$ cat config.mk
export PLATFORM = sky130hd
export DESIGN_NAME = jhs_sweep
export DESIGN_NICKNAME = d
export VERILOG_FILES = /design/src/hdl/jhs_pkg.sv /design/src/hdl/jhs_sweep.sv
export SDC_FILE = /design/constraint.sdc
export NUM_CORES = 1
export LEC_CHECK = 0
export ABC_AREA = 0
export CORE_AREA = 2 2 254 156
export CTS_BUF_LIST = sky130_fd_sc_hd__clkbuf_8
export DETAILED_ROUTE_END_ITERATION = 7
export DIE_AREA = 0 0 256 158
export DONT_BUFFER_PORTS = 1
export SYNTH_ARGS = -nofsm -noshare
export SYNTH_HDL_FRONTEND = slang
export SYNTH_SLANG_ARGS = --single-unit
$ cat constraint.sdc
create_clock -name clk -period 7.2 [get_ports clk]
set_clock_uncertainty 0.1 [all_clocks]
set_input_delay 1.08 -clock clk [delete_from_list [all_inputs] [get_ports clk]]
set_output_delay 1.08 -clock clk [all_outputs]
set_load 0.01 [all_outputs]
$ cat src/hdl/jhs_pkg.sv
// Shared types and constants for the Jacobi heat stencil core.
// Used by jhs_sweep and jacobi_heat_stencil_core; no dependencies.
package jhs_pkg;

  // Default interior size per side and stored value width.
  localparam int unsigned JHS_MAX_INTERIOR = 62;
  localparam int unsigned JHS_VALUE_BITS   = 32;

  // Fixed field widths of the ports.
  localparam int unsigned JHS_COORD_W = 6;
  localparam int unsigned JHS_COUNT_W = 16;

  // Operation codes of an input word.
  typedef enum logic [1:0] {
    OP_WRITE = 2'd0,
    OP_RUN   = 2'd1,
    OP_READ  = 2'd2,
    OP_NONE  = 2'd3
  } jhs_op_t;

  // Configuration register indexes.
  localparam logic [1:0] CFG_GRID_SIZE = 2'd0;
  localparam logic [1:0] CFG_ITER_LIM  = 2'd1;
  localparam logic [1:0] CFG_STOP_THR  = 2'd2;

  // Status handed back by the sweep engine at the end of a run.
  typedef struct packed {
    logic                   done;
    logic [JHS_COUNT_W-1:0] sweeps;
    logic                   converged;
    logic                   bank;
  } jhs_status_t;

endpackage

$ cat src/hdl/jhs_sweep.sv
// Sweep engine: walks the interior cell by cell, reading five cells through
// one RAM read port and updating one accumulator. Depends on jhs_pkg.
module jhs_sweep
  import jhs_pkg::*;
#(
  parameter int unsigned MAX_INTERIOR = JHS_MAX_INTERIOR,
  parameter int unsigned VALUE_BITS   = JHS_VALUE_BITS,
  parameter int unsigned CB           = $clog2(MAX_INTERIOR + 2)
) (
  input  logic                   clk,
  input  logic                   rst_n,
  input  logic                   start,
  input  logic [CB-1:0]          n,
  input  logic [JHS_COUNT_W-1:0] limit,
  input  logic [31:0]            threshold,
  input  logic                   bank_in,
  output logic [2*CB-1:0]        rd_addr,
  output logic                   rd_bank,
  input  logic [VALUE_BITS-1:0]  rd_data,
  output logic                   wr_en,
  output logic                   wr_bank,
  output logic [2*CB-1:0]        wr_addr,
  output logic [VALUE_BITS-1:0]  wr_data,
  output jhs_status_t            status
);

  typedef enum logic [1:0] {
    S_IDLE,
    S_CELL,
    S_END
  } state_t;

  // Step of one cell: five reads issued on steps zero to four, result on five.
  localparam logic [2:0] STEP_LAST = 3'd5;

  state_t                  state_r, state_nxt;
  logic [CB-1:0]           row_r, row_nxt;
  logic [CB-1:0]           col_r, col_nxt;
  logic [2:0]              step_r, step_nxt;
  logic [VALUE_BITS+1:0]   acc_r, acc_nxt;
  logic [VALUE_BITS-1:0]   maxd_r, maxd_nxt;
  logic [JHS_COUNT_W-1:0]  sweeps_r, sweeps_nxt;
  logic                    bank_r, bank_nxt;
  jhs_status_t             status_r, status_nxt;

  logic [VALUE_BITS-1:0]   new_val;
  logic [VALUE_BITS-1:0]   diff;
  logic [CB-1:0]           rd_row, rd_col;
  logic                    stop_thr;
  logic [31:0]             thr_v;

  // Neighbour address for the current step.
  always_comb begin
    rd_row = row_r;
    rd_col = col_r;
    unique case (step_r)
      3'd0:    rd_row = row_r - 1'b1;
      3'd1:    rd_col = col_r - 1'b1;
      3'd2:    rd_row = row_r + 1'b1;
      3'd3:    rd_col = col_r + 1'b1;
      default: begin
        rd_row = row_r;
        rd_col = col_r;
      end
    endcase
  end

  assign rd_addr = {rd_row, rd_col};
  assign rd_bank = bank_r;

  // Truncated mean and absolute change against the centre cell.
  assign new_val = acc_r[VALUE_BITS+1:2];
  assign diff    = (new_val > rd_data) ? (new_val - rd_data) : (rd_data - new_val);

  assign wr_en   = (state_r == S_CELL) && (step_r == STEP_LAST);
  assign wr_bank = ~bank_r;
  assign wr_addr = {row_r, col_r};
  assign wr_data = new_val;

  assign thr_v    = threshold;
  assign stop_thr = (thr_v != 32'd0) &&
                    ({{(VALUE_BITS > 32 ? VALUE_BITS - 32 : 0){1'b0}}, thr_v}
                     > {{(VALUE_BITS < 32 ? 32 - VALUE_BITS : 0){1'b0}}, maxd_r});

  // Sequencer next state.
  always_comb begin
    state_nxt  = state_r;
    row_nxt    = row_r;
    col_nxt    = col_r;
    step_nxt   = step_r;
    acc_nxt    = acc_r;
    maxd_nxt   = maxd_r;
    sweeps_nxt = sweeps_r;
    bank_nxt   = bank_r;
    status_nxt = status_r;
    status_nxt.done = 1'b0;
    unique case (state_r)
      S_IDLE: begin
        if (start) begin
          bank_nxt   = bank_in;
          sweeps_nxt = '0;
          maxd_nxt   = '0;
          row_nxt    = CB'(1);
          col_nxt    = CB'(1);
          step_nxt   = '0;
          if (limit == '0) begin
            status_nxt = '{done: 1'b1, sweeps: '0, converged: 1'b0, bank: bank_in};
          end else begin
            state_nxt = S_CELL;
          end
        end
      end
      S_CELL: begin
        // Accumulate the four neighbours as they come back from the RAM.
        if (step_r == 3'd1) begin
          acc_nxt = {2'b00, rd_data};
        end else if (step_r >= 3'd2 && step_r <= 3'd4) begin
          acc_nxt = acc_r + {2'b00, rd_data};
        end
        if (step_r == STEP_LAST) begin
          step_nxt = '0;
          if (diff > maxd_r) begin
            maxd_nxt = diff;
          end
          if (col_r == n) begin
            col_nxt = CB'(1);
            if (row_r == n) begin
              state_nxt = S_END;
            end else begin
              row_nxt = row_r + 1'b1;
            end
          end else begin
            col_nxt = col_r + 1'b1;
          end
        end else begin
          step_nxt = step_r + 1'b1;
        end
      end
      S_END: begin
        bank_nxt   = ~bank_r;
        sweeps_nxt = sweeps_r + 1'b1;
        maxd_nxt   = '0;
        row_nxt    = CB'(1);
        col_nxt    = CB'(1);
        if (stop_thr || (sweeps_nxt == limit)) begin
          state_nxt  = S_IDLE;
          status_nxt = '{done: 1'b1, sweeps: sweeps_nxt, converged: stop_thr,
                         bank: ~bank_r};
        end else begin
          state_nxt = S_CELL;
        end
      end
      default: state_nxt = S_IDLE;
    endcase
  end

  // State and registered status.
  always_ff @(posedge clk) begin
    if (!rst_n) begin
      state_r  <= S_IDLE;
      status_r <= '0;
      step_r   <= '0;
    end else begin
      state_r  <= state_nxt;
      status_r <= status_nxt;
      step_r   <= step_nxt;
    end
    row_r    <= row_nxt;
    col_r    <= col_nxt;
    acc_r    <= acc_nxt;
    maxd_r   <= maxd_nxt;
    sweeps_r <= sweeps_nxt;
    bank_r   <= bank_nxt;
  end

  assign status = status_r;

`ifndef SYNTHESIS
  // The cell walk stays inside the interior.
  a_row_inside: assert property (@(posedge clk) disable iff (!rst_n)
    (state_r == S_CELL) |-> (row_r >= CB'(1) && row_r <= n && col_r >= CB'(1) && col_r <= n))
    else $error("sweep left the interior");
  // A finished run never reports more sweeps than the limit.
  a_sweeps_limit: assert property (@(posedge clk) disable iff (!rst_n)
    status_r.done |-> (status_r.sweeps <= limit))
    else $error("sweep count beyond limit");
  // Completion is a single-cycle pulse.
  a_done_pulse: assert property (@(posedge clk) disable iff (!rst_n)
    status_r.done |=> !status_r.done)
    else $error("done held for two cycles");
`endif

endmodule

==> metrics.txt <==
HP Start=status[0]$_SDFFE_PN0P_; I/O Buffers=0; antenna violations before repair=0; Synth-to-Final Area Change=5.21%; CTS Root Cell=clkbuf_8; Hold Crit Depth=1; ys async rst share=0; Residual DRC=0; number of fill cells=3960; Via density=5.66; Crit. Startpoint=rd_data[23]; Max VDD drop=0.130 mV; Reg-to-Reg End=maxd_r[28]$_SDFFCE_PN0P_; Core Box Area=38300 um^2; total number of vias=11700; CP required=7.24 ns; CTS tree=built; die height=158 um; DRT met1 WL=20100 um; Worst Reg-to-Reg Cells=16; Post-Syn Nets=1858; H-tree levels=4; Multi-input gate area=8870 um^2; leakage=5.78 nW; Starting Density=0.344; Wirelength per Cell=19.5 um; Reg-to-Reg Start=acc_r[24]$_DFFE_PP_; Max Buffers Root-to-Sink=2; Nets=1797; Antenna Nets Post-Route=0; hpwl dp=32500 um; crit-path max cell delay=0.61 ns; PwrDens=224 nW/um^2; r2r setup slk=0.91 ns; initial drt markers=1029; critical path arrival=6.38 ns; Post-synth top cells=165 x ha_1, 139 x a21oi_1, 135 x inv_1; # hold bufs at CTS=0; Setup violations, final=0; largest area contributor in the netlist=edfxtp_1; Max-Slew Margin vs Limit=0.213; # rows=56; unrepaired setup endpoints after global routing=no; Post-synth EDFFs=95; worst-margin pin slew=1.18 ns; Resized cells post-CTS=0; die area=40400 um^2; WHS Endpoint=status[0]$_SDFFE_PN0P_; ys flop type=edfxtp_1; Sequential Area=3330 um^2; Max-cap violations=0; layout cells sized above 1=0.0515; Top Ports=168; largest net degree at the start of global routing=43; status=complete, no violations; CP Capture Type=flip-flop; top area cells in the synthesized netlist=edfxtp_1 22%, ha_1 16%, a21oi_1 5.3%; Cells after Synth=1600; first-pass GRT wire length=62800 um; Die Wd=256 um; DR pass1 iterations=5; cell with the most instances after synthesis=ha_1; Cell variety after synth=79; Overall Global Routing Usage=0.198; Seq/Total Area, Yosys=0.253; CP Class=primary input to flip-flop; Max Slew Vio Count=0; crit-path cells=inv_1 > ha_1 > nand4_1 > nor3_1 > o21a_1 > a21o_1 > nand2_2 > or4_1 > a31oi_1 > nor2_1 > ha_1 > nand4_1 > nor4_1 > nand2_1 > a211o_1 > a31oi_4 > buf_4; met3 routed WL=3200 um; FF+latch count, synth=119; Highest Signal Layer=met4; vias in the first global route=11000; Reg clk slew, reported paths=0.09 ns; f_max=158 MHz; final wirelength=40500 um; antenna cells=0; startpoint types=primary input; Synth Warn #=0; Fin Setup TNS=0 ns; TritonCTS sink count=119; Fin. Hold Viols=0; met2 routed WL=16800 um; global route total overflow=0; setup ws final=0.857 ns; Min-Delay Path Class=flip-flop to flip-flop; pre-CTS WS=0.551 ns; Cell Area, Synth=13200 um^2; routability cong.=0.959; post-CTS setup repair buffer count=0; crit path time final=6.34 ns; worst-path maximum fanout=23; slowest cell on the critical path=or4_1; clock latency on the worst-skew pair=0.48 ns; final worst-path cycle share=0.881; Avg Inst Size Synth=8.24 um^2; area share of the largest cell type after synthesis=0.216; TritonCTS Buffers=17
-- sequential cells by signal, summed over array words and instances (netlist names) --
register,cells
acc_r,34
col_r,6
maxd_r,32
rd_bank,1
row_r,6
state_r,2
status,19
step_r,3
sweeps_r,16
-- routing by layer --
layer  up-vias  track usage
met5         -            0
met4         0       0.0404
met3        25       0.0488
met2       413        0.293
met1      5641        0.288
li1       5666            -
-- placed cells by master (no fill, tap or decap), types with 7 or more instances in the layout --
master	synthesis	layout
a211o_1	9	9
xor2_1	43	43
xnor2_1	65	65
nor4_1	22	22
o22ai_1	13	13
a31oi_1	11	10
buf_4	33	16
ha_1	165	165
or2_2	12	12
a21o_1	55	55
edfxtp_1	95	95
inv_1	135	136
and2_1	24	24
o21ai_0	80	80
nand3_1	35	34
o2bb2ai_1	16	16
o21bai_1	13	13
mux2i_1	24	24
o21a_1	20	20
nor3_1	39	39
dfxtp_1	24	24
clkbuf_8	0	20
nand4_1	35	35
a21boi_0	7	7
o31ai_1	10	10
and3_1	17	17
nor2_1	127	126
nand2_1	91	91
a21oi_1	139	139
a211oi_1	21	21
nand2b_1	24	24
o211ai_1	10	10
nor2b_1	31	30
-- critical path, delay by kind of cell --
family	cells	cell delay, ns
AND/OR/NAND/NOR	8	2.56
AO/OA/AOI/OAI	5	1.55
buffers and inverters	2	0.36
adder cells (fa/ha/maj)	2	0.81
-- through the flow --
| stage | power, mW | instances | hold slack, ns | utilization | cell area, um^2 |
|---|---|---|---|---|---|
| 6_report | 3.11 | 2074 | 0.418 | 0.362 | 13900 |
| 5_1_grt | 3.36 | 2074 | 0.430 | 0.362 | 13900 |
| 3_3_place_gp | 2.40 | 2042 | 0.408 | 0.352 | 13500 |
| 3_5_place_dp | 2.44 | 2042 | 0.409 | 0.352 | 13500 |
| 4_1_cts | 3.12 | 2074 | 0.422 | 0.362 | 13900 |
| 2_1_floorplan | 2.08 | 1600 | 0.390 | - | 13200 |
-- cells by family (layout without fill, tap and decap cells) --
family                     after synthesis  in the layout  share of synthesized area
and+or+nand+nor                        488            488                      0.188
AOI/OAI and AO/OA                      460            460                      0.229
buffers and inverters                  231            183                     0.0774
adders and majority gates              168            168                      0.161
DFF                                    119            119                      0.253
xor gates and xnor gates               108            108                     0.0717
muxes                                   26             26                     0.0199
-- worst max-delay path by stage --
stage	depth (start not counted)	end	slack, ns
final	17	maxd_r[28]$_SDFFCE_PN0P_	0.86
after detailed placement	17	maxd_r[2]$_SDFFCE_PN0P_	0.55
after floorplan	18	maxd_r[0]$_SDFFCE_PN0P_	0.64
after global placement	19	maxd_r[4]$_SDFFCE_PN0P_	0.68
after CTS	20	maxd_r[28]$_SDFFCE_PN0P_	1.01
after global routing	17	maxd_r[28]$_SDFFCE_PN0P_	0.58
-- cell type report --
class,instances,area share
Sequential cell,119,0.240
Multi-Input combinational cell,1250,0.639
Timing Repair Buffer,16,0.00865
Clock inverter,12,0.00884
Inverter,135,0.0365
Clock buffer,20,0.0198
Tap cell,522,0.0471
-- report_power, final --
part | internal (mW) | switching [mW]
Sequential | 0.908 | 0.131
Clock | 0.334 | 0.333
Combinational | 0.552 | 0.853
Total | 1.79 | 1.32
Power figures use the tool's default switching activity.
